`config.mk`:
```
export PLATFORM = sky130hd
export DESIGN_NAME = lpa_terms
export DESIGN_NICKNAME = d
export VERILOG_FILES = /design/src/hdl/lpa_pkg.sv /design/src/hdl/lpa_terms.sv
export SDC_FILE = /design/constraint.sdc
export NUM_CORES = 2
export LEC_CHECK = 0
export BUFFER_PORTS_ARGS = -buffer_cell sky130_fd_sc_hd__buf_2
export CELL_PAD_IN_SITES_DETAIL_PLACEMENT = 0
export CELL_PAD_IN_SITES_GLOBAL_PLACEMENT = 1
export CORE_MARGIN = 3
export CORE_UTILIZATION = 40
export CTS_CLUSTER_SIZE = 30
export DETAILED_ROUTE_END_ITERATION = 7
export PLACE_DENSITY = 0.64
export SLEW_MARGIN = 20
export SYNTH_ARGS = -nofsm -noshare
export SYNTH_HDL_FRONTEND = slang
export SYNTH_SLANG_ARGS = --single-unit
```
`constraint.sdc`:
```
create_clock -name i_clk -period 20.4 [get_ports i_clk]
set_input_delay 4.08 -clock i_clk [delete_from_list [all_inputs] [get_ports i_clk]]
set_output_delay 4.08 -clock i_clk [all_outputs]
set_load 0.05 [all_outputs]
```
`src/hdl/lpa_pkg.sv`:
```
// lpa_pkg: shared types, constants and the arctangent table for line_pair_angle
// no dependencies; used by every module of the block
`default_nettype none

package lpa_pkg;

    // defaults of the top-level parameters
    localparam int COEF_WIDTH_DEF    = 16;
    localparam int CORDIC_STAGES_DEF = 16;
    localparam int FRAC_BITS_DEF     = 8;

    // result field width, fixed by the output format
    localparam int ANGLE_W  = 15;
    // angle accumulator counts degrees * 2^ANG_FRAC
    localparam int ANG_FRAC = 20;
    // normalized magnitudes lie in [2^29, 2^30)
    localparam int NORM_W   = 30;
    // cordic x/y datapath, signed, with headroom for the gain
    localparam int CX_W     = 34;
    // signed angle accumulator
    localparam int Z_W      = 29;

    typedef enum logic [1:0] {
        KIND_NORMAL,
        KIND_DEGEN,
        KIND_PARALLEL,
        KIND_PERP
    } t_kind;

    typedef struct packed {
        logic  valid;
        t_kind kind;
    } t_tag;

    // atan(2^-idx) in degrees * 2^20, rounded to nearest
    function automatic logic [25:0] atan_deg(input logic [4:0] idx);
        logic [25:0] v;
        case (idx)
            5'd0:    v = 26'd47185920;
            5'd1:    v = 26'd27855475;
            5'd2:    v = 26'd14718068;
            5'd3:    v = 26'd7471121;
            5'd4:    v = 26'd3750058;
            5'd5:    v = 26'd1876857;
            5'd6:    v = 26'd938658;
            5'd7:    v = 26'd469357;
            5'd8:    v = 26'd234682;
            5'd9:    v = 26'd117342;
            5'd10:   v = 26'd58671;
            5'd11:   v = 26'd29335;
            5'd12:   v = 26'd14668;
            5'd13:   v = 26'd7334;
            5'd14:   v = 26'd3667;
            5'd15:   v = 26'd1833;
            5'd16:   v = 26'd917;
            5'd17:   v = 26'd458;
            5'd18:   v = 26'd229;
            5'd19:   v = 26'd115;
            5'd20:   v = 26'd57;
            5'd21:   v = 26'd29;
            5'd22:   v = 26'd14;
            5'd23:   v = 26'd7;
            5'd24:   v = 26'd4;
            5'd25:   v = 26'd2;
            5'd26:   v = 26'd1;
            default: v = 26'd0;
        endcase
        return v;
    endfunction

endpackage

`default_nettype wire

```
`src/hdl/lpa_terms.sv`:
```
// lpa_terms: products, cross/dot terms and their magnitudes in three stages
// depends on lpa_pkg
`default_nettype none

module lpa_terms #(
    parameter int COEF_WIDTH = lpa_pkg::COEF_WIDTH_DEF
) (
    input  wire logic                           i_clk,
    input  wire logic                           i_rst_n,
    input  wire logic                           i_en,
    input  wire logic                           i_valid,
    input  wire logic signed [COEF_WIDTH-1:0]   i_first_x_coef,
    input  wire logic signed [COEF_WIDTH-1:0]   i_first_y_coef,
    input  wire logic signed [COEF_WIDTH-1:0]   i_second_x_coef,
    input  wire logic signed [COEF_WIDTH-1:0]   i_second_y_coef,
    output lpa_pkg::t_tag                       o_tag,
    output logic             [2*COEF_WIDTH-1:0] o_x_mag,
    output logic             [2*COEF_WIDTH-1:0] o_y_mag
);

    localparam int PW = 2 * COEF_WIDTH;
    localparam int SW = 2 * COEF_WIDTH + 1;

    logic signed [PW-1:0] n_a1a2, n_b1b2, n_a2b1, n_a1b2;
    logic signed [PW-1:0] r_a1a2, r_b1b2, r_a2b1, r_a1b2;
    logic                 n_degen;
    lpa_pkg::t_tag        r_tag1, r_tag2, r_tag3, n_tag3;
    logic signed [SW-1:0] n_cross, n_dot, r_cross, r_dot;
    logic        [PW-1:0] n_xm, n_ym, r_xm, r_ym;

    assign n_a1a2 = i_first_x_coef * i_second_x_coef;
    assign n_b1b2 = i_first_y_coef * i_second_y_coef;
    assign n_a2b1 = i_second_x_coef * i_first_y_coef;
    assign n_a1b2 = i_first_x_coef * i_second_y_coef;

    assign n_degen = ((i_first_x_coef == '0) && (i_first_y_coef == '0)) ||
                     ((i_second_x_coef == '0) && (i_second_y_coef == '0));

    assign n_cross = SW'(r_a2b1) - SW'(r_a1b2);
    assign n_dot   = SW'(r_a1a2) + SW'(r_b1b2);

    assign n_xm = r_dot[SW-1]   ? PW'(-r_dot)   : PW'(r_dot);
    assign n_ym = r_cross[SW-1] ? PW'(-r_cross) : PW'(r_cross);

    // zero cross term wins over zero dot term
    always_comb begin
        n_tag3 = r_tag2;
        if (r_tag2.kind == lpa_pkg::KIND_NORMAL) begin
            if (r_cross == '0) begin
                n_tag3.kind = lpa_pkg::KIND_PARALLEL;
            end else if (r_dot == '0) begin
                n_tag3.kind = lpa_pkg::KIND_PERP;
            end
        end
    end

    always_ff @(posedge i_clk) begin
        if (!i_rst_n) begin
            r_tag1.valid <= 1'b0;
            r_tag2.valid <= 1'b0;
            r_tag3.valid <= 1'b0;
        end else if (i_en) begin
            r_tag1.valid <= i_valid;
            r_tag1.kind  <= n_degen ? lpa_pkg::KIND_DEGEN : lpa_pkg::KIND_NORMAL;
            r_tag2       <= r_tag1;
            r_tag3       <= n_tag3;
        end
    end

    always_ff @(posedge i_clk) begin
        if (i_en) begin
            r_a1a2  <= n_a1a2;
            r_b1b2  <= n_b1b2;
            r_a2b1  <= n_a2b1;
            r_a1b2  <= n_a1b2;
            r_cross <= n_cross;
            r_dot   <= n_dot;
            r_xm    <= n_xm;
            r_ym    <= n_ym;
        end
    end

    assign o_tag   = r_tag3;
    assign o_x_mag = r_xm;
    assign o_y_mag = r_ym;

endmodule

`default_nettype wire

```
==> flow_summary.yaml <==
logic_synthesis:
  syn_area_sq_um: 51870
  synth_cell_type_count: 69
  syn_avg_cell_area_sq_um: 9.730
  synth_top_area_share_pct: 40.52
  ys_warn_count: 0
  syn_nets: 6843
  netlist_instances: 5331
  synth_edf_count: 262
  yosys_register_bits: 265
  ys_seq_area_share_pct: 15.28
  async_flop_share_pct: 0
  netlist.top_cell.by_area: "fa_1"
  ys_top_cells_by_area: "fa_1 41%, edfxtp_1 15%, ha_1 9.5%, inv_1 8.9%, and2_1 6.1%"
  synth-main-ff-cell: "edfxtp_1"
worst_hold_path:
  whs_path_depth: 0
  hold_path_startpoint: "r_tag1[0]$_DFFE_PP_"
  hp-class: "reg -> reg"
  hold_path_end: "r_tag2[0]$_DFFE_PP_"
worst_setup_path:
  crit_type: "in -> reg"
  rr_endpoint: "o_tag[0]$_SDFFCE_PP1P_"
  end_kind: "register"
  r2r-start: "r_cross[6]$_DFFE_PP_"
  start_kind: "primary input"
  arrival_ps: 10710
  required_ps: 20700
  cp_max_fo: 33
  reg2regPathDepth: 7
  r2r_slack_ps: 16600
global_route:
  grt-ovfl-total: 0
  grt_pass1_vias: 38491
  grt_util_all_layers_pct: 20.38
  grt_pass1_wl_um: 215000
  grt_start_max_net_pins: 135
  grt_antenna_before_repair: 7
flow_run:
  cap_violations: 0
timing:
  setup_slack_ps: 9993
  finalMaxSlewViolations: 0
  setup_viol: 0
  min_period_ps: 10410
  fin_skew_ps: 35.97
  rsz0062_at_grt: "false"
  timing.final.crit_share_pct: 51.02
  clock.fmax_ghz: 0.09609
  timing_hold_violations_final: 0
  worstMarginPinSlew_ps: 1065
  tns_ps: 0
  slew_headroom_pct: 29.03
detailed_routing:
  drc: 0
  wire_per_inst_um: 18.67
  antenna_left: 0
  drtPass1Iterations: 5
  vias: 35478
  drt_iter0_markers: 1834
  wl_um: 131800
  vias_per_cell: 5.025
die:
  die_h_um: 366.1
  die_width_um: 366.1
  core_sq_um: 128200
  dieArea_sq_um: 134000
  rows: 131
  start_util_pct: 40.47
  ioPinCount: 135
clocking:
  htreeDepth: 2
  cts-hold-fix-buffers: 0
  clk_latency_ps: 560
  cts.clk_slew.worst_paths_ps: 60
  ctsLongestPathBuffers: 3
  post-cts-setup-buffers: 0
  cts_sinks: 265
  cts_buffers: 34
  cts_tree: "yes"
  clock-root-buffer: "clkbuf_16"
  cts_resized: 0
cells_and_area:
  layout_commonest_cell: "inv_1"
  drive_gt1_share_pct: 4.130
  layout.nets: 6817
  area_growth_syn_to_layout_pct: 6.310
  layout_common_cells: "1231 x inv_1, 1050 x fa_1, 555 x nand2_1"
placement:
  portBuffers: 134
  pre_cts_ws_ps: 9446
  dpl.hpwl_um: 101400
  gp_congestion: 0.8300
run_status:
  status: "finished, final reports clean"
-- metrics by stage --
stage                     hold slack [ps]  area [sq um]  std cells  utilization (%)
after floorplan                     400.3         51870       5331                -
after global placement              406.4         54040       6998            42.16
after detailed placement            414.6         54040       6998            42.16
after CTS                           427.2         55130       7056            43.01
after global routing                433.9         55130       7056            43.01
final                               420.0         55150       7061            43.02
-- layer usage --
| layer | GRT usage [%] | vias to the layer above | routed length (um) |
|---|---|---|---|
| met1 | 28.39 | 18474 | 59110 |
| li1 | - | 16164 | - |
| met3 | 2.767 | 122 | 6952 |
| met2 | 34.03 | 718 | 63380 |
| met5 | 0 | - | 0 |
| met4 | 4.205 | 0 | 2361 |
-- worst max-delay path by stage --
stage	from	endpoint	slack (ps)	cells after the start
2_1_floorplan	i_second_y_coef[15]	r_b1b2[31]$_DFFE_PP_	10290	22
3_3_place_gp	i_first_x_coef[7]	r_a1b2[31]$_DFFE_PP_	9480	23
3_5_place_dp	i_second_y_coef[1]	r_b1b2[30]$_DFFE_PP_	9450	20
4_1_cts	i_second_y_coef[1]	r_b1b2[30]$_DFFE_PP_	10030	20
5_1_grt	i_second_y_coef[1]	r_b1b2[31]$_DFFE_PP_	9500	21
6_report	i_second_y_coef[1]	r_b1b2[30]$_DFFE_PP_	9990	20
-- layout make-up --
type                            count  area, sq um
Antenna cell                        5        12.51
Inverter                         1231         4621
Clock inverter                     21        207.7
Tap cell                         1729         2163
Timing Repair Buffer              148        798.3
Fill cell                       12716        73030
Multi-Input combinational cell   3625        38530
Clock buffer                       37        883.3
Sequential cell                   265         7928
-- cell usage after synthesis, types with 26 or more instances --
cell type,n
inv_1,1231
fa_1,1050
nand2_1,555
and2_1,504
ha_1,394
edfxtp_1,262
xnor2_1,215
clkbuf_1,208
nor2_1,156
a21oi_1,155
o21ai_0,101
a21o_1,58
nand2b_1,35
xor2_1,34
o21a_1,28
nand3_1,27
o21bai_1,26
-- cells by family (layout without fill, tap and decap cells) --
| logic type | after synthesis | count (layout) | share of synthesized area [%] |
|---|---|---|---|
| AOI/OAI and AO/OA | 507 | 507 | 6.252 |
| DFF | 265 | 265 | 15.28 |
| buffers and inverters | 1441 | 1437 | 10.43 |
| xor gates and xnor gates | 249 | 249 | 4.204 |
| other | 0 | 5 | 0 |
| muxes | 4 | 4 | 0.07719 |
| adders and majority gates | 1444 | 1444 | 50.03 |
| and+or+nand+nor | 1421 | 1421 | 13.72 |
-- registers in the layout, summed over array words and instances (netlist names), 2 cells and up --
| signal | flops |
|---|---|
| r_dot | 33 |
| o_x_mag | 32 |
| o_tag | 3 |
| r_cross | 33 |
| r_b1b2 | 32 |
| r_a2b1 | 32 |
| r_tag1 | 2 |
| o_y_mag | 32 |
| r_a1a2 | 32 |
| r_a1b2 | 32 |
-- critical path, cell delays in order --
cell and delay, ps:
buf_2 650, nand2_1 210, inv_1 180, fa_1 530
fa_1 850, fa_1 540, fa_1 500, fa_1 490
inv_1 50, fa_1 480, inv_1 40, ha_1 320
a21oi_1 180, o21ai_0 130, o21a_1 180, a41o_1 240
o41ai_1 550, o211ai_1 180, a21oi_1 200, xnor2_1 90
Power is left out: the tool's default activity adds up to more than one toggle a clock period on the data nets, which glitch-free logic cannot reach.
