===== src/hdl/lpa_pkg.sv =====
// lpa_pkg: shared types, constants and the arctangent table for line_pair_angle
// no dependencies; used by every module of the block
`default_nettype none

package lpa_pkg;

    // defaults of the top-level parameters
    localparam int COEF_WIDTH_DEF    = 16;
    localparam int CORDIC_STAGES_DEF = 16;
    localparam int FRAC_BITS_DEF     = 8;

    // result field width, fixed by the output format
    localparam int ANGLE_W  = 15;
    // angle accumulator counts degrees * 2^ANG_FRAC
    localparam int ANG_FRAC = 20;
    // normalized magnitudes lie in [2^29, 2^30)
    localparam int NORM_W   = 30;
    // cordic x/y datapath, signed, with headroom for the gain
    localparam int CX_W     = 34;
    // signed angle accumulator
    localparam int Z_W      = 29;

    typedef enum logic [1:0] {
        KIND_NORMAL,
        KIND_DEGEN,
        KIND_PARALLEL,
        KIND_PERP
    } t_kind;

    typedef struct packed {
        logic  valid;
        t_kind kind;
    } t_tag;

    // atan(2^-idx) in degrees * 2^20, rounded to nearest
    function automatic logic [25:0] atan_deg(input logic [4:0] idx);
        logic [25:0] v;
        case (idx)
            5'd0:    v = 26'd47185920;
            5'd1:    v = 26'd27855475;
            5'd2:    v = 26'd14718068;
            5'd3:    v = 26'd7471121;
            5'd4:    v = 26'd3750058;
            5'd5:    v = 26'd1876857;
            5'd6:    v = 26'd938658;
            5'd7:    v = 26'd469357;
            5'd8:    v = 26'd234682;
            5'd9:    v = 26'd117342;
            5'd10:   v = 26'd58671;
            5'd11:   v = 26'd29335;
            5'd12:   v = 26'd14668;
            5'd13:   v = 26'd7334;
            5'd14:   v = 26'd3667;
            5'd15:   v = 26'd1833;
            5'd16:   v = 26'd917;
            5'd17:   v = 26'd458;
            5'd18:   v = 26'd229;
            5'd19:   v = 26'd115;
            5'd20:   v = 26'd57;
            5'd21:   v = 26'd29;
            5'd22:   v = 26'd14;
            5'd23:   v = 26'd7;
            5'd24:   v = 26'd4;
            5'd25:   v = 26'd2;
            5'd26:   v = 26'd1;
            default: v = 26'd0;
        endcase
        return v;
    endfunction

endpackage

`default_nettype wire


===== src/hdl/lpa_cordic_cell.sv =====
// lpa_cordic_cell: one vectoring rotation of the cordic chain, step IDX
// depends on lpa_pkg for widths and the arctangent table
`default_nettype none

module lpa_cordic_cell #(
    parameter int IDX = 0
) (
    input  wire logic                             i_clk,
    input  wire logic                             i_rst_n,
    input  wire logic                             i_en,
    input  wire lpa_pkg::t_tag                    i_tag,
    input  wire logic signed [lpa_pkg::CX_W-1:0]  i_x,
    input  wire logic signed [lpa_pkg::CX_W-1:0]  i_y,
    input  wire logic signed [lpa_pkg::Z_W-1:0]   i_z,
    output lpa_pkg::t_tag                         o_tag,
    output logic signed      [lpa_pkg::CX_W-1:0]  o_x,
    output logic signed      [lpa_pkg::CX_W-1:0]  o_y,
    output logic signed      [lpa_pkg::Z_W-1:0]   o_z
);

    localparam int ZW = lpa_pkg::Z_W;
    localparam logic signed [ZW-1:0] STEP_ANG = ZW'(lpa_pkg::atan_deg(5'(IDX)));

    logic signed [lpa_pkg::CX_W-1:0] n_xs, n_ys, n_x, n_y, r_x, r_y;
    logic signed [ZW-1:0]            n_z, r_z;
    logic                            n_pos;
    lpa_pkg::t_tag                   r_tag;

    assign n_xs  = i_x >>> IDX;
    assign n_ys  = i_y >>> IDX;
    assign n_pos = ~i_y[lpa_pkg::CX_W-1];

    // rotate toward the x axis, accumulate the angle taken
    assign n_x = n_pos ? (i_x + n_ys) : (i_x - n_ys);
    assign n_y = n_pos ? (i_y - n_xs) : (i_y + n_xs);
    assign n_z = n_pos ? (i_z + STEP_ANG) : (i_z - STEP_ANG);

    always_ff @(posedge i_clk) begin
        if (!i_rst_n) begin
            r_tag.valid <= 1'b0;
        end else if (i_en) begin
            r_tag <= i_tag;
        end
    end

    always_ff @(posedge i_clk) begin
        if (i_en) begin
            r_x <= n_x;
            r_y <= n_y;
            r_z <= n_z;
        end
    end

    assign o_tag = r_tag;
    assign o_x   = r_x;
    assign o_y   = r_y;
    assign o_z   = r_z;

endmodule

`default_nettype wire


===== config.mk =====
export PLATFORM = sky130hd
export DESIGN_NAME = lpa_cordic_cell
export DESIGN_NICKNAME = d
export VERILOG_FILES = /design/src/hdl/lpa_pkg.sv /design/src/hdl/lpa_cordic_cell.sv
export SDC_FILE = /design/constraint.sdc
export NUM_CORES = 1
export LEC_CHECK = 0
export BUFFER_PORTS_ARGS = -buffer_cell sky130_fd_sc_hd__buf_4
export CORE_UTILIZATION = 55
export CTS_CLUSTER_DIAMETER = 40
export DETAILED_ROUTE_END_ITERATION = 10
export PLACE_DENSITY = 0.81
export SLEW_MARGIN = 25
export SYNTH_ARGS = -nofsm -noshare
export SYNTH_HDL_FRONTEND = slang
export SYNTH_SLANG_ARGS = --single-unit

===== constraint.sdc =====
create_clock -name i_clk -period 3.9 [get_ports i_clk]
set_clock_uncertainty 0.15 [all_clocks]
set_input_delay 0.78 -clock i_clk [delete_from_list [all_inputs] [get_ports i_clk]]
set_output_delay 0.78 -clock i_clk [all_outputs]
set_load 0.005 [all_outputs]

==> impl_metrics.env, run 1 <==
export IMPL_most_common_layout_cells="296 x buf_4, 116 x a21oi_1, 109 x inv_1"
export IMPL_cts_setup_buffers=0
export IMPL_vias=8868
export IMPL_initial_core_util_pct=56.7
export IMPL_max_freq_mhz=271
export IMPL_first_iter_violations=922
export IMPL_switching_share_pct=34.2
export IMPL_core_area_sq_mm=0.0159
export IMPL_syn_inst=1015
export IMPL_clk_path_buf_depth=2
export IMPL_sequentialPowerShare_pct=36.7
export IMPL_cts_tree="yes"
export IMPL_final_cell_area_sq_mm=0.0117
export IMPL_power_density_mw_per_mm2=333
export IMPL_gp_routability_congestion=1.00
export IMPL_synth_seq_cells=99
export IMPL_vias_per_cell=5.92
export IMPL_cts_hold_buffers=0
export IMPL_gr_total_overflow=0
export IMPL_hold_path_class="flop to flop"
export IMPL_run_status="completed"
export IMPL_max_slew_margin_pct=44.1
export IMPL_leakage_nw=5.37
export IMPL_synth_warnings=0
export IMPL_setup_viol=0
export IMPL_dp_hpwl_um=22500
export IMPL_io_buffer_count=202
export IMPL_grtUsageTotal_pct=33.5
export IMPL_end_kind="flop"
export IMPL_clockRootBuffer="clkbuf_16"
export IMPL_peakVddDrop_uv=232
export IMPL_grt_pass1_wl_um=43300
export IMPL_synth_main_ff_cell="edfxtp_1"
export IMPL_finalCriticalPeriod_ns=3.69
export IMPL_synthesis_area_sq_mm=0.00904
export IMPL_final_common_cell="buf_4"
export IMPL_criticalPathCategory="input pin to flop"
export IMPL_arrival_ns=3.65
export IMPL_die_width_um=130
export IMPL_setup_worst_path_start_class="input pin"
export IMPL_first_pass_iters=6
export IMPL_wl_um=28300
export IMPL_antenna_cells=0
export IMPL_worstMarginPinSlew_ns=0.831
export IMPL_syn2layout_area_growth_pct=29.0
export IMPL_core_rowCount=46
export IMPL_grt_max_degree=79
export IMPL_grt_pass1_vias=8554
export IMPL_io_pin_count=203
export IMPL_hold_viol_final=0
export IMPL_drive_above_1_share_pct=26.0
export IMPL_cts_sinks=99
export IMPL_nets=1491
export IMPL_synth_cell_types=78
export IMPL_dieArea_sq_mm=0.0170
export IMPL_p_switching_mw=1.33
export IMPL_p_clk_share_pct=22.8
export IMPL_drc=0
export IMPL_post_route_period_util_pct=94.6
export IMPL_antenna_found_initial=0
export IMPL_avgSynthCellArea_sq_um=8.91
export IMPL_ant_nets=0
export IMPL_syn_num_nets=1228
export IMPL_intPower_mw=2.56
export IMPL_maxCapViolations=0
export IMPL_htreeDepth=3
export IMPL_cp_max_fo=4
export IMPL_synth_edf_count=98
export IMPL_clk_pin_slew_ns=0.07
export IMPL_dieHeight_um=130
export IMPL_pwr_share_comb_pct=40.4
export IMPL_place_area_sq_mm=0.0114
export IMPL_postLayoutCoreUtil_pct=73.2
export IMPL_cts_repair_resized=0
export IMPL_wire_per_inst_um=18.9
export IMPL_maxSlewViolCount=0
export IMPL_critPathRequiredTime_ns=3.86
export IMPL_numCtsBuffers=9
export IMPL_rsz0062_at_grt="false"
export IMPL_clock_latency_ns=0.35
export IMPL_ys_seq_area_share_pct=32.8
export IMPL_synthArstFlopShare_pct=0
export IMPL_fin_tns_setup_ns=0
layout make-up:
class	count	area, sq um
Sequential cell	99	2960
Multi-Input combinational cell	756	5460
Clock buffer	9	225
Fill cell	1235	4280
Tap cell	216	270
Clock inverter	7	58.8
Inverter	114	428
Timing Repair Buffer	298	2260
sequential cells by signal, summed over array words and instances, names as in the netlist:
name,cells
o_x,34
o_y,33
o_z,29
o_tag,3
cells in the mapped netlist, drive strengths merged, types with 12 or more instances:
cell type / count / area, sq um
nand2: 43 / 161
a21o: 25 / 188
xnor2: 63 / 552
nand3: 13 / 70.1
a31oi: 12 / 75.1
o21ai: 61 / 305
buf: 22 / 108
o21bai: 18 / 135
edfxtp: 98 / 2940
nor3: 22 / 115
clkbuf: 24 / 90.1
mux2i: 14 / 140
a21oi: 117 / 589
nor2: 85 / 319
ha: 106 / 1330
o31ai: 17 / 133
inv: 112 / 420
cells by family after synthesis:
kind of cell             Yosys count  share of synthesized area, %
AND/OR/NAND/NOR                  229                          12.2
AO/OA/AOI/OAI                    331                          24.0
buffers and inverters            160                          6.92
flip-flops                        99                          32.8
XOR/XNOR                          72                          6.98
adder cells (fa/ha/maj)          110                          15.6
multiplexers                      14                          1.55
final timing paths:
| path | end | depth (start not counted) | startpoint | slack (ns) |
|---|---|---|---|---|
| setup reg to reg | o_tag[2] | 2 | o_tag[2] | 3.14 |
| hold reg to reg | o_tag[2] | 2 | o_tag[2] | 0.39 |
| setup / recovery | o_y[26] | 13 | i_x[0] | 0.21 |
| hold / removal | o_tag[2] | 2 | o_tag[2] | 0.39 |
critical path: stages:
cell      delay, ns
buf_4          0.12
ha_1           0.23
fa_1           0.39
nor2b_1        0.16
o211ai_1       0.23
nand3_1        0.22
a311oi_2       0.27
buf_4          0.18
or3_1          0.11
a31oi_1        0.16
o221a_2        0.33
a311o_1        0.33
xnor2_1        0.13
per-stage QoR:
stage	power [mW]	hold WS, ns	setup slack, ns	std cells
after floorplan	2.24	0.357	0.385	1015
after global placement	2.95	0.358	-0.0947	1483
after detailed placement	2.99	0.381	-0.210	1483
after CTS	3.88	0.393	0.133	1499
after global routing	4.07	0.415	0.0602	1499
final	3.89	0.393	0.210	1499
power by group through the flow:
stage	Sequential (mW)	Combinational, mW	Clock [mW]
after global placement	1.44	1.50	0
final	1.43	1.57	0.887
after floorplan	1.46	0.776	0
after CTS	1.43	1.55	0.900
after detailed placement	1.45	1.53	0
after global routing	1.44	1.69	0.931
metal layers:
layer	track usage [%]	routed length, um	up-vias
li1	-	-	4176
met1	41.5	11100	4100
met4	14.2	878	0
met2	56.5	13400	518
met5	0	0	-
met3	6.93	2870	74
Power figures use the tool's default switching activity.
==> inputs of run 2 (changes only) <==
GPL_TIMING_DRIVEN = 0   (was unset)
==> run 2 against run 1 <==
  * Via count down 1.7%
  * Non-clock buffer count down 47
  * Sequential share of layout area up 0.93 points
  * Clock power up 16%
  * Register-to-register slack about the same
  * Sequential power about the same
  * Hold slack better by 0.0022 ns
  * Worst setup slack worse by 0.18 ns
  * Highest routed layer unchanged
==> impl_metrics.env, run 2 (same netlist as run 1, synthesis figures left out) <==
export IMPL_run_status="completed"
export IMPL_core_rowCount=46
export IMPL_largest_reg_flops=34
export IMPL_hold_path_class="flop to flop"
export IMPL_drc=0
export IMPL_holdWs_ns=0.395
export IMPL_ant_nets=0
export IMPL_clockRootBuffer="clkbuf_16"
export IMPL_rsz0062_at_grt="true"
export IMPL_finalCriticalPeriod_ns=3.87
export IMPL_arrival_ns=3.82
export IMPL_cpPeakStageDelay_ns=0.49
export IMPL_die_width_um=130
export IMPL_io_buffer_count=202
export IMPL_gr_total_overflow=0
export IMPL_crit_buf_inv=4
export IMPL_max_freq_mhz=258
export IMPL_holdPathStages=2
export IMPL_wire_per_inst_um=19.6
export IMPL_dp_hpwl_um=22000
export IMPL_initial_core_util_pct=56.7
export IMPL_power_density_mw_per_mm2=349
export IMPL_worstPathCellList="buf_4, inv_1, ha_1, buf_2, nor2b_1, nor2_1, o21a_1, a311oi_4, buf_4, o31ai_2, a31oi_2, o41ai_1, a32oi_1, xnor2_1"
export IMPL_vias=8713
export IMPL_io_pin_count=203
export IMPL_cp_top_family="compound AO/OA/AOI/OAI gates"
export IMPL_worstMarginPinSlew_ns=1.01
export IMPL_grt_pass1_vias=8072
export IMPL_peakVddDrop_uv=275
export IMPL_post_route_period_util_pct=99.2
export IMPL_gp_routability_congestion=1.03
export IMPL_setup_viol=0
export IMPL_setup_worst_path_start_class="input pin"
export IMPL_grt_use_met3_pct=6.97
export IMPL_dieHeight_um=130
export IMPL_syn2layout_area_growth_pct=24.5
export IMPL_rr_worst_depth=2
export IMPL_maxSlewViolCount=0
export IMPL_htreeDepth=3
export IMPL_fin_tns_setup_ns=0
export IMPL_criticalPathCategory="input pin to flop"
export IMPL_final_common_cell="buf_4"
export IMPL_critPathRequiredTime_ns=3.85
export IMPL_grt_util_met2_pct=54.8
export IMPL_clk_path_buf_depth=2
export IMPL_leakage_nw=5.05
export IMPL_first_iter_violations=1019
export IMPL_vias_per_cell=6.00
export IMPL_grt_max_degree=99
export IMPL_maxCapViolations=0
export IMPL_max_slew_margin_pct=31.8
export IMPL_wl_um=28400
export IMPL_cp_max_fo=9
export IMPL_clock_latency_ns=0.35
export IMPL_nets=1444
export IMPL_dieArea_sq_mm=0.0170
export IMPL_worstSetupPathDepth=14
export IMPL_numCtsBuffers=9
export IMPL_drive_above_1_share_pct=21.2
export IMPL_gr_usage_met1_pct=42.8
export IMPL_antenna_cells=0
export IMPL_first_pass_iters=8
export IMPL_most_common_layout_cells="207 x buf_4, 115 x a21oi_1, 109 x inv_1"
export IMPL_cts_tree="yes"
export IMPL_crit_slowest_cell="o31ai_2"
export IMPL_top_usage_layer="met2"
export IMPL_end_kind="flop"
export IMPL_core_area_sq_mm=0.0159
export IMPL_clk_pin_slew_ns=0.07
export IMPL_hold_viol_final=0
export IMPL_crit_path_frequent_cell="buf_4"
export IMPL_cts_hold_buffers=0
export IMPL_grt_pass1_wl_um=42300
export IMPL_grtUsageTotal_pct=33.0
export IMPL_antenna_found_initial=0
export IMPL_cts_sinks=99
-- run 2: routing by layer --
layer  wire, um  vias up
met2      13100      515
met1      11300     4060
met4        733        0
li1           -     4076
met3       3320       62
met5          0        -
-- run 2: path summary, 6_finish.rpt --
check / start / to / slack (ns)
setup / recovery: i_x[6] / o_y[32] / 0.03
hold / removal: o_tag[2] / o_tag[2] / 0.40
setup reg to reg: o_tag[2] / o_tag[2] / 3.14
hold reg to reg: o_tag[2] / o_tag[2] / 0.40
-- run 2: cell type report --
type	count	area (sq um)
multi-input cells	756	5510
fillers	1275	4690
flip-flops and latches	99	2960
repair buffers	205	1540
inverters	114	428
well taps	216	270
clock buffers	10	239
plain buffers	46	206
clock inverters	6	95.1
-- run 2: timing repair --
action / 4_1_cts / 5_1_grt
buffers inserted: 0 / 3
gates resized for setup: 3 / 9
setup endpoints to repair: 4 / 14
pin swaps: 0 / 1
-- run 2: power by group --
| part | leakage [nW] | internal (mW) | switching, mW |
|---|---|---|---|
| registers | 0.967 | 1.38 | 0.0485 |
| clock network | 0.157 | 0.588 | 0.442 |
| logic | 3.92 | 0.641 | 0.830 |
-- run 2: per-stage QoR --
| step | cell area, sq um | std cells | power, mW | setup slack (ns) | util [%] |
|---|---|---|---|---|---|
| 2_1_floorplan | 9040 | 1015 | 2.24 | 0.385 | - |
| 3_3_place_gp | 10800 | 1433 | 2.84 | -0.552 | 67.9 |
| 3_5_place_dp | 10800 | 1433 | 2.87 | -0.583 | 67.9 |
| 4_1_cts | 11200 | 1449 | 3.89 | 0.0672 | 70.1 |
| 5_1_grt | 11200 | 1452 | 4.09 | -0.0916 | 70.6 |
| 6_report | 11200 | 1452 | 3.93 | 0.0308 | 70.6 |
-- run 2: tightest hold or removal path, delay by kind of cell (launching register included) --
family | cells | cell delay [ns]
multiplexers | 1 | 0.07
AND/OR/NAND/NOR | 1 | 0.11
flip-flops | 1 | 0.33
