$ cat config.mk
export PLATFORM = sky130hd
export DESIGN_NAME = lpa_norm_cell
export DESIGN_NICKNAME = d
export VERILOG_FILES = /design/src/hdl/lpa_pkg.sv /design/src/hdl/lpa_norm_cell.sv
export SDC_FILE = /design/constraint.sdc
export NUM_CORES = 1
export LEC_CHECK = 0
export BUFFER_PORTS_ARGS = -buffer_cell sky130_fd_sc_hd__buf_4
export CAP_MARGIN = 10
export CORE_MARGIN = 4
export CORE_UTILIZATION = 46
export CTS_CLUSTER_DIAMETER = 100
export DETAILED_ROUTE_END_ITERATION = 12
export PLACE_DENSITY = 0.78
export SYNTH_ARGS = -nofsm -noshare
export SYNTH_HDL_FRONTEND = slang
export SYNTH_SLANG_ARGS = --single-unit
$ cat constraint.sdc
create_clock -name i_clk -period 1.5 [get_ports i_clk]
set_clock_uncertainty 0.15 [all_clocks]
set_input_delay 0.3 -clock i_clk [delete_from_list [all_inputs] [get_ports i_clk]]
set_output_delay 0.3 -clock i_clk [all_outputs]
set_load 0.005 [all_outputs]
$ cat src/hdl/lpa_pkg.sv
// lpa_pkg: shared types, constants and the arctangent table for line_pair_angle
// no dependencies; used by every module of the block
`default_nettype none

package lpa_pkg;

    // defaults of the top-level parameters
    localparam int COEF_WIDTH_DEF    = 16;
    localparam int CORDIC_STAGES_DEF = 16;
    localparam int FRAC_BITS_DEF     = 8;

    // result field width, fixed by the output format
    localparam int ANGLE_W  = 15;
    // angle accumulator counts degrees * 2^ANG_FRAC
    localparam int ANG_FRAC = 20;
    // normalized magnitudes lie in [2^29, 2^30)
    localparam int NORM_W   = 30;
    // cordic x/y datapath, signed, with headroom for the gain
    localparam int CX_W     = 34;
    // signed angle accumulator
    localparam int Z_W      = 29;

    typedef enum logic [1:0] {
        KIND_NORMAL,
        KIND_DEGEN,
        KIND_PARALLEL,
        KIND_PERP
    } t_kind;

    typedef struct packed {
        logic  valid;
        t_kind kind;
    } t_tag;

    // atan(2^-idx) in degrees * 2^20, rounded to nearest
    function automatic logic [25:0] atan_deg(input logic [4:0] idx);
        logic [25:0] v;
        case (idx)
            5'd0:    v = 26'd47185920;
            5'd1:    v = 26'd27855475;
            5'd2:    v = 26'd14718068;
            5'd3:    v = 26'd7471121;
            5'd4:    v = 26'd3750058;
            5'd5:    v = 26'd1876857;
            5'd6:    v = 26'd938658;
            5'd7:    v = 26'd469357;
            5'd8:    v = 26'd234682;
            5'd9:    v = 26'd117342;
            5'd10:   v = 26'd58671;
            5'd11:   v = 26'd29335;
            5'd12:   v = 26'd14668;
            5'd13:   v = 26'd7334;
            5'd14:   v = 26'd3667;
            5'd15:   v = 26'd1833;
            5'd16:   v = 26'd917;
            5'd17:   v = 26'd458;
            5'd18:   v = 26'd229;
            5'd19:   v = 26'd115;
            5'd20:   v = 26'd57;
            5'd21:   v = 26'd29;
            5'd22:   v = 26'd14;
            5'd23:   v = 26'd7;
            5'd24:   v = 26'd4;
            5'd25:   v = 26'd2;
            5'd26:   v = 26'd1;
            default: v = 26'd0;
        endcase
        return v;
    endfunction

endpackage

`default_nettype wire

$ cat src/hdl/lpa_norm_cell.sv
// lpa_norm_cell: one step of the leading-zero search, shifts both words left
// by SHIFT when the top SHIFT bits of both are clear; depends on lpa_pkg
`default_nettype none

module lpa_norm_cell #(
    parameter int NW    = 32,
    parameter int SHIFT = 1
) (
    input  wire logic          i_clk,
    input  wire logic          i_rst_n,
    input  wire logic          i_en,
    input  wire lpa_pkg::t_tag i_tag,
    input  wire logic [NW-1:0] i_x,
    input  wire logic [NW-1:0] i_y,
    output lpa_pkg::t_tag      o_tag,
    output logic      [NW-1:0] o_x,
    output logic      [NW-1:0] o_y
);

    logic          n_zero_top;
    logic [NW-1:0] n_x, n_y, r_x, r_y;
    lpa_pkg::t_tag r_tag;

    assign n_zero_top = ~|(i_x[NW-1 -: SHIFT] | i_y[NW-1 -: SHIFT]);
    assign n_x = n_zero_top ? (i_x << SHIFT) : i_x;
    assign n_y = n_zero_top ? (i_y << SHIFT) : i_y;

    always_ff @(posedge i_clk) begin
        if (!i_rst_n) begin
            r_tag.valid <= 1'b0;
        end else if (i_en) begin
            r_tag <= i_tag;
        end
    end

    always_ff @(posedge i_clk) begin
        if (i_en) begin
            r_x <= n_x;
            r_y <= n_y;
        end
    end

    assign o_tag = r_tag;
    assign o_x   = r_x;
    assign o_y   = r_y;

endmodule

`default_nettype wire

==> flow_summary.toml, run 1 <==
[status]
status = "finished, final reports clean"

[yosys]
synthDistinctLibCells = 13
synthesis.nets = 213
synth_cells = 143
synth_top_area_frac = 0.708
synth-edff-count = 66
synth_area_per_cell_um2 = 19.6
yosysWarnings = 0
syn_area_um2 = 2800
ys_async_sr_fraction = 0
synth_area_leaders = "edfxtp_1, mux2_2, mux2_1, buf_6, buf_4"
synth_common_cells = "edfxtp_1, mux2_2, mux2_1"
ys.flop_type = "edfxtp_1"
ys_ff_latch = 67
seq_area_frac_synth = 0.715
yosys.cell_count.top_type = "edfxtp_1"
yosys.area.top_type = "edfxtp_1"

[grt]
grt_first_pass_wirelength_um = 9380
grt_usage = 0.166
first_global_vias = 1979
overflow = 0
grt_max_degree = 32
antenna_found_initial = 0

[timing]
hold_viol = 0
max_slew_margin = 0.827
fmax_ghz = 0.749
rsz0062_at_grt = "false"
layout_worst_path_cycle_share = 0.891
setup-violations-final = 0
slew_viol_final = 0
tightest_slew_ns = 0.259
setup_ws_ns = 0.164
fin_crit_ns = 1.34

[drt]
drc_errors = 0
vias = 1800
drtPass1Iterations = 4
dr.first_iter.drc_count = 60
via_per_inst = 4.83
wirelength_um = 6020
ant_nets = 0
wl_per_cell_um = 16.1

[worst_setup_path]
ff2ff_setup_slack_ns = 0.73
start_kind = "register"
crit_buf_inv = 1
crit_chain = "buf_4"
reg2reg_depth = 2
critPathMaxFanout = 1
crit_family = "flip-flops"
rr_endpoint = "o_tag[2]"
reg2reg_from = "o_tag[2]"
end_kind = "output pin"
endpoint = "o_y[29]"
crit_start = "o_y[29]"
critPathMaxStageDelay_ns = 0.41
slowest_stage = "edfxtp_1"
worstSetupPathType = "register to output pin"
cp.depth = 1
crit_required_ns = 1.05
worst-endpoint-arrival_ns = 0.89

[layout]
nets = 363
nFillCells = 418
antenna_cells = 0
fin_cells = 373
final_area_um2 = 4160
area_growth_pct = 48.7
drive_gt1_frac = 0.715

[placed_design]
port_buffers = 136
dp_cells = 355
dpl.hpwl_um = 4580
place_area_um2 = 3960
place_ws_ns = -0.0866
gp_congestion = 0.732

[power]
power_switching_w = 0.000900
pwr-share-comb = 0.158
power.internal_w = 0.00343
p_leak_nw = 1.72
p_sw_frac = 0.208
clkPwrFrac = 0.310
vdd_drop_max_mv = 0.628
power_density_nw_per_um2 = 1040
power_frac_seq = 0.531
total_power_w = 0.00433

[clock_network]
cts_max_path_buffers = 2
htree_levels = 3
clkSinkCount = 67
clkTransAtPathRegs_ns = 0.07
root_buffer = "clkbuf_8"
clkLatencyLatePin_ns = 0.32
cts_tree = "yes"
cts-resized-gates = 0
cts_buffers = 9

[floorplan]
die_height_um = 86.0
die-area_um2 = 7400
start_util = 0.473
rows = 28
pin_count = 137
core_area_um2 = 5920
die_x_um = 86.0

[min_path]
hold_path.class = "input pin to register"

[job]
cap_violations = 0
## worst min-delay path by stage
stage | from | end | cells past startpoint
2_1_floorplan | i_tag[0] | o_tag[0] | 0
3_3_place_gp | i_tag[0] | o_tag[0] | 1
3_5_place_dp | i_tag[0] | o_tag[0] | 1
4_1_cts | i_rst_n | o_tag[2] | 2
5_1_grt | i_rst_n | o_tag[2] | 2
6_report | i_rst_n | o_tag[2] | 2
## layout by cell type (no fill, tap or decap)
cell | Yosys | final
edfxtp_1 | 66 | 66
nor2_4 | 1 | 1
buf_12 | 0 | 4
and2_1 | 1 | 1
buf_4 | 3 | 139
clkbuf_1 | 0 | 2
o21ai_0 | 1 | 1
mux2i_1 | 1 | 1
a21o_1 | 1 | 1
mux2_1 | 5 | 5
inv_1 | 2 | 2
clkbuf_8 | 0 | 12
mux2_2 | 55 | 55
dfxtp_1 | 1 | 1
nor2b_1 | 3 | 3
clkinv_2 | 0 | 2
dlygate4sd3_1 | 0 | 2
## timing repair
item / in CTS / in global routing
hold buffers: 2 / 0
buffers inserted: 0 / 0
hold endpoints to repair: 2 / 0
setup endpoints to repair: 0 / 0
## layer usage
metal | GRT usage | vias to the layer above | part of all wire
li1 | - | 860 | -
met3 | 0.0653 | 14 | 0.098
met5 | 0 | - | 0
met1 | 0.178 | 850 | 0.36
met4 | 0.0835 | 0 | 0.024
met2 | 0.285 | 76 | 0.52
## stage by stage
stage | utilization | setup TNS (ns) | hold WS (ns)
final | 0.703 | 0 | 0.0437
after floorplan | - | 0 | 0.249
after detailed placement | 0.669 | -4.04 | 0.330
after CTS | 0.703 | 0 | 0.0294
after global routing | 0.703 | 0 | 0.0487
after global placement | 0.669 | -3.45 | 0.330
## cells by family after synthesis
| family | count (synthesis) | share of synthesized area |
|---|---|---|
| AO/OA/AOI/OAI | 2 | 0.00447 |
| AND/OR/NAND/NOR | 5 | 0.0130 |
| buffers and inverters | 8 | 0.0228 |
| flip-flops | 67 | 0.715 |
| multiplexers | 61 | 0.245 |
## power by group through the flow
stage / combinational (W) / clock (W) / sequential, W
finish: 0.000686 / 0.00134 / 0.00230
CTS: 0.000698 / 0.00138 / 0.00230
floorplan: 0.000177 / 0 / 0.00236
global route: 0.000740 / 0.00147 / 0.00232
detailed placement: 0.000691 / 0 / 0.00234
global placement: 0.000676 / 0 / 0.00234
## sequential cells by signal, summed over array words and instances (netlist names)
| signal | count |
|---|---|
| o_y | 32 |
| o_x | 32 |
| o_tag | 3 |
## final cells by class
cell class / instances / area (um^2) / share of cell area
Timing Repair Buffer: 145 / 1140 / 0.275
Inverter: 2 / 7.51 / 0.00180
Tap cell: 75 / 93.8 / 0.0225
Clock buffer: 14 / 173 / 0.0415
Sequential cell: 67 / 2000 / 0.481
Clock inverter: 2 / 10.0 / 0.00240
Multi-Input combinational cell: 68 / 734 / 0.176
(Power assumes the default switching activity.)
==> run 2: changes to the inputs <==
- CELL_PAD_IN_SITES_DETAIL_PLACEMENT: not set -> 1
- CELL_PAD_IN_SITES_GLOBAL_PLACEMENT: not set -> 2
- CORE_UTILIZATION: 46 -> 30
- PLACE_DENSITY: 0.78 -> 0.76
- RECOVER_POWER: not set -> 100
- clock period: 1.5 -> 1.25 ns (I/O delays scaled with it)
==> run 2 against run 1 <==
Against the previous run: setup slack lost 0.18 ns; non-clock buffer count grew 3; critical endpoint is now o_x[1]; worst hold slack lost 0.018 ns; sequential share of layout area shrank 2.5 points; combinational power grew 30%; design area grew 5.6%; the flow now finishes with violations (setup timing); global-route usage shrank 3.8 points; critical path type unchanged; final cell count grew 9.7%; clock power grew 62%; first-iteration DRC count shrank 28%.
==> flow_summary.toml, run 2 (synthesis gave the netlist of run 1 again) <==
[timing]
fmax_ghz = 0.787
holdWs_ns = 0.0260
fin_setup_tns_ns = -0.109
setup-violations-final = 21
rsz0062_at_grt = "true"
layout_worst_path_cycle_share = 1.02
slew_viol_final = 0
fin_crit_ns = 1.27
tightest_slew_ns = 0.757
max_slew_margin = 0.495
setup_ws_ns = -0.0204
hold_viol = 0

[worst_setup_path]
start_kind = "register"
slowest_stage = "edfxtp_1"
ff2ff_setup_slack_ns = 0.51
crit_family = "flip-flops"
reg2reg_from = "o_tag[2]"
crit_required_ns = 0.85
rr_endpoint = "o_tag[2]"
worstSetupPathType = "register to output pin"
critPathMaxStageDelay_ns = 0.39
crit_buf_inv = 1
crit_chain = "buf_4"
end_kind = "output pin"
critPathMaxFanout = 1
worst-endpoint-arrival_ns = 0.87
reg2reg_depth = 2

[min_path]
hold_path.class = "input pin to register"
whs_endpoint = "o_tag[2]"
hold_start = "i_tag[2]"
worstHoldPathCells = 3

[drt]
drtPass1Iterations = 4
vias = 1832
ant_nets = 0
drc_errors = 0
dr.first_iter.drc_count = 43
wl_per_cell_um = 16.9
via_per_inst = 4.48
wirelength_um = 6910

[clock_network]
cts_tree = "yes"
clkTransAtPathRegs_ns = 0.07
htree_levels = 3
root_buffer = "clkbuf_8"
clkLatencyLatePin_ns = 0.33
clkSinkCount = 67
cts_buffers = 9
cts_max_path_buffers = 2
postCtsSetupBuffers = 0

[grt]
grt_first_pass_wirelength_um = 11000
grt_usage = 0.128
first_global_vias = 2056
overflow = 0
grt_max_degree = 30
antenna_found_initial = 0

[layout]
multi_input_area_um2 = 738
final_common_cell = "buf_4"
final_area_um2 = 4400
nets = 366
final_cell_mix = "buf_4, edfxtp_1, mux2_2"
nFillCells = 908
antenna_cells = 0
drive_gt1_frac = 0.711
register_area_um2 = 2000
area_growth_pct = 57.0

[floorplan]
core_area_um2 = 8890
rows = 34
die_x_um = 105
start_util = 0.315
die-area_um2 = 10900
pin_count = 137
die_height_um = 105

[power]
p_leak_nw = 1.79
power_density_nw_per_um2 = 1330
total_power_w = 0.00585
vdd_drop_max_mv = 0.668

[job]
cap_violations = 0

[status]
status = "complete, but fails checks"
violations = "setup timing"

[placed_design]
place_ws_ns = -0.318
place_area_um2 = 4020
gp_congestion = 0.669
dpl.hpwl_um = 5330
port_buffers = 136
## run 2: worst max-delay path by stage
| stage | startpoint | to | slack, ns | cells after the start |
|---|---|---|---|---|
| after floorplan | i_x[31] | o_x[22] | -0.12 | 3 |
| after global placement | i_x[31] | o_x[8] | -0.29 | 4 |
| after detailed placement | i_x[31] | o_x[5] | -0.32 | 4 |
| after CTS | o_x[1] | o_x[1] | -0.06 | 1 |
| after global routing | o_y[27] | o_y[27] | -0.07 | 1 |
| final | o_x[1] | o_x[1] | -0.02 | 1 |
## run 2: cell type report
type                       count  share of cell area
clock buffer                   9              0.0282
clock inverter                 7              0.0262
inverter                       2             0.00171
multi-input combinational     68               0.168
sequential                    67               0.455
tap                          108              0.0307
timing repair buffer         148               0.290
## run 2: power breakdown
group	internal, W	leakage (nW)	switching, W	total [W]
Clock	0.00132	0.117	0.000852	0.00217
Combinational	0.000591	1.02	0.000302	0.000893
Sequential	0.00271	0.653	0.0000729	0.00278
## run 2: timing repair
| item | CTS | global route |
|---|---|---|
| hold buffers | 3 | 0 |
| gates resized for setup | 5 | 29 |
| hold endpoints to repair | 3 | 0 |
| gates cloned | 0 | 0 |
| setup endpoints to repair | 66 | 66 |
## run 2: through the flow
step | std cells | utilization
final | 409 | 0.495
after global routing | 409 | 0.495
after CTS | 409 | 0.485
after detailed placement | 390 | 0.452
after global placement | 390 | 0.452
after floorplan | 143 | -
## run 2: routing by layer
layer  wire (um)  part of all wire  up-vias  track usage
met1        2720              0.39      879        0.146
met4          78             0.011        0       0.0450
met5           0                 0        -            0
met3         703              0.10        9       0.0666
li1            -                 -      863            -
met2        3400              0.49       81        0.208
==> run 3: changes to the inputs <==
- CORE_UTILIZATION: 30 -> 27
- PLACE_DENSITY: 0.76 -> 0.73
- clock period: 1.25 -> 1.1 ns (I/O delays scaled with it)
==> run 3 against run 2 <==
Against the previous run: the run still ends with setup timing left; clock power is 12% lower; count of clock-buffer cells in the layout is 2 higher; setup slack worse by 0.13 ns; core utilization is 0.32 points lower; sequential power is 14% higher; sequential cell count stayed put; critical path depth stayed put; wire length is 25% higher; via count is 7.1% higher; total power is 8.6% higher; die area is 10% higher; sequential share of layout area is 4.6 points lower.
==> flow_summary.toml, run 3 (synthesis gave the netlist of run 1 again) <==
[status]
status = "complete, but fails checks"
violations = "setup timing"

[layout]
nets = 383
area_growth_pct = 74.7
drive_gt1_frac = 0.729
final_area_um2 = 4890
final_common_cell = "buf_4"
antenna_cells = 0
final_cell_mix = "buf_4, edfxtp_1, mux2_4"

[grt]
grt_first_pass_wirelength_um = 11700
grt_max_degree = 30
grt_usage = 0.132
overflow = 0
first_global_vias = 2133
antenna_found_initial = 0

[floorplan]
pin_count = 137
start_util = 0.281
die_height_um = 110
rows = 36
die_x_um = 110
die-area_um2 = 12100
core_area_um2 = 9950

[timing]
fin_crit_ns = 1.25
layout_worst_path_cycle_share = 1.14
setup-violations-final = 130
tightest_slew_ns = 0.395
holdWs_ns = 0.0500
rsz0062_at_grt = "true"
max_slew_margin = 0.737
slew_viol_final = 0
hold_viol = 0
setup_ws_ns = -0.149
fmax_ghz = 0.801

[clock_network]
cts_buffers = 9
clkLatencyLatePin_ns = 0.32
cts_tree = "yes"
clkTransAtPathRegs_ns = 0.07
clkSinkCount = 67
root_buffer = "clkbuf_8"
cts_max_path_buffers = 2
htree_levels = 3

[placed_design]
place_area_um2 = 4030
gp_congestion = 0.696
port_buffers = 136
dpl.hpwl_um = 5270

[drt]
wl_met3_um = 590
wl_per_cell_um = 19.2
dr_wl_met2_um = 4500
via_per_inst = 4.36
drc_errors = 0
drt-met1-wl_um = 3490
dr.max_layer_used = "met4"
wirelength_um = 8650
drtPass1Iterations = 4
ant_nets = 0
dr.first_iter.drc_count = 53
vias = 1962

[power]
p_leak_nw = 2.12
pwr-share-comb = 0.203
p_sw_frac = 0.218
power.internal_w = 0.00497
power_frac_seq = 0.498
power_density_nw_per_um2 = 1300
vdd_drop_max_mv = 0.644
power_switching_w = 0.00138
clkPwrFrac = 0.299

[worst_setup_path]
crit_family = "flip-flops"
critPathMaxFanout = 1
cp.depth = 1
start_kind = "register"
crit_required_ns = 0.73
worstSetupPathType = "register to output pin"
worst-endpoint-arrival_ns = 0.88
crit_chain = "buf_6"
slowest_stage = "edfxtp_1"
critPathMaxStageDelay_ns = 0.42
end_kind = "output pin"
crit_buf_inv = 1
reg2reg_depth = 2

[min_path]
worstHoldPathCells = 2
hold_path.class = "input pin to register"

[job]
cap_violations = 0
run 3: cell types whose count changed in the layout (fill, tap and decap cells not counted), sizes merged:
cell,change
clkbuf,+9
buf,+8
bufinv,-2
dlygate4sd3,+2
clkinv,+1
clkinvlp,-1
inv,-1
run 3: timing repair:
item / 4_1_cts / 5_1_grt
hold buffers: 4 / 1
setup buffers: 7 / 3
endpoints found under the hold margin: 3 / 1
gates resized for setup: 57 / 53
cloned: 5 / 5
pin swaps: 0 / 1
setup endpoints to repair: 127 / 129
run 3: power by group through the flow:
stage	combinational [W]	sequential, W	clock, W
after floorplan	0.000248	0.00322	0
after global placement	0.000937	0.00319	0
after detailed placement	0.000955	0.00320	0
after CTS	0.00118	0.00315	0.00197
after global routing	0.00138	0.00318	0.00211
final	0.00129	0.00316	0.00190
run 3: layout make-up:
class                           instances  area (um^2)
Tap cell                              133          166
Timing Repair Buffer                  165         1580
Fill cell                            1009         5060
Clock inverter                          4         42.5
Clock buffer                           11          131
Sequential cell                        67         2000
Inverter                                2         7.51
Multi-Input combinational cell         68          962
run 3: path summary, 6_finish.rpt:
path | start | to | slack, ns
setup / recovery | o_y[29] | o_y[29] | -0.15
hold / removal | i_x[23] | o_x[24] | 0.05
setup reg to reg | o_tag[2] | o_tag[2] | 0.34
hold reg to reg | o_tag[2] | o_tag[2] | 0.39
run 3: worst reg2reg max path, stage by stage (launching register included):
cell and delay, ns:
dfxtp_2 0.33, mux2i_1 0.12, nor2b_1 0.06
run 3: per-layer routing:
layer  up-vias  track usage
met4         0       0.0347
met3         6       0.0511
met5         -            0
met2        77        0.226
li1        898            -
met1       981        0.155
run 3: stage by stage:
step           worst slack [ns]  total power (W)  setup TNS, ns  instances  utilization
3_5_place_dp             -0.448          0.00416         -25.98        413        0.404
2_1_floorplan            -0.239          0.00347         -13.93        143            -
3_3_place_gp             -0.416          0.00413         -24.92        413        0.404
5_1_grt                  -0.204          0.00667         -17.75        450        0.491
6_report                 -0.149          0.00635         -13.71        450        0.491
4_1_cts                  -0.162          0.00631         -15.58        444        0.467
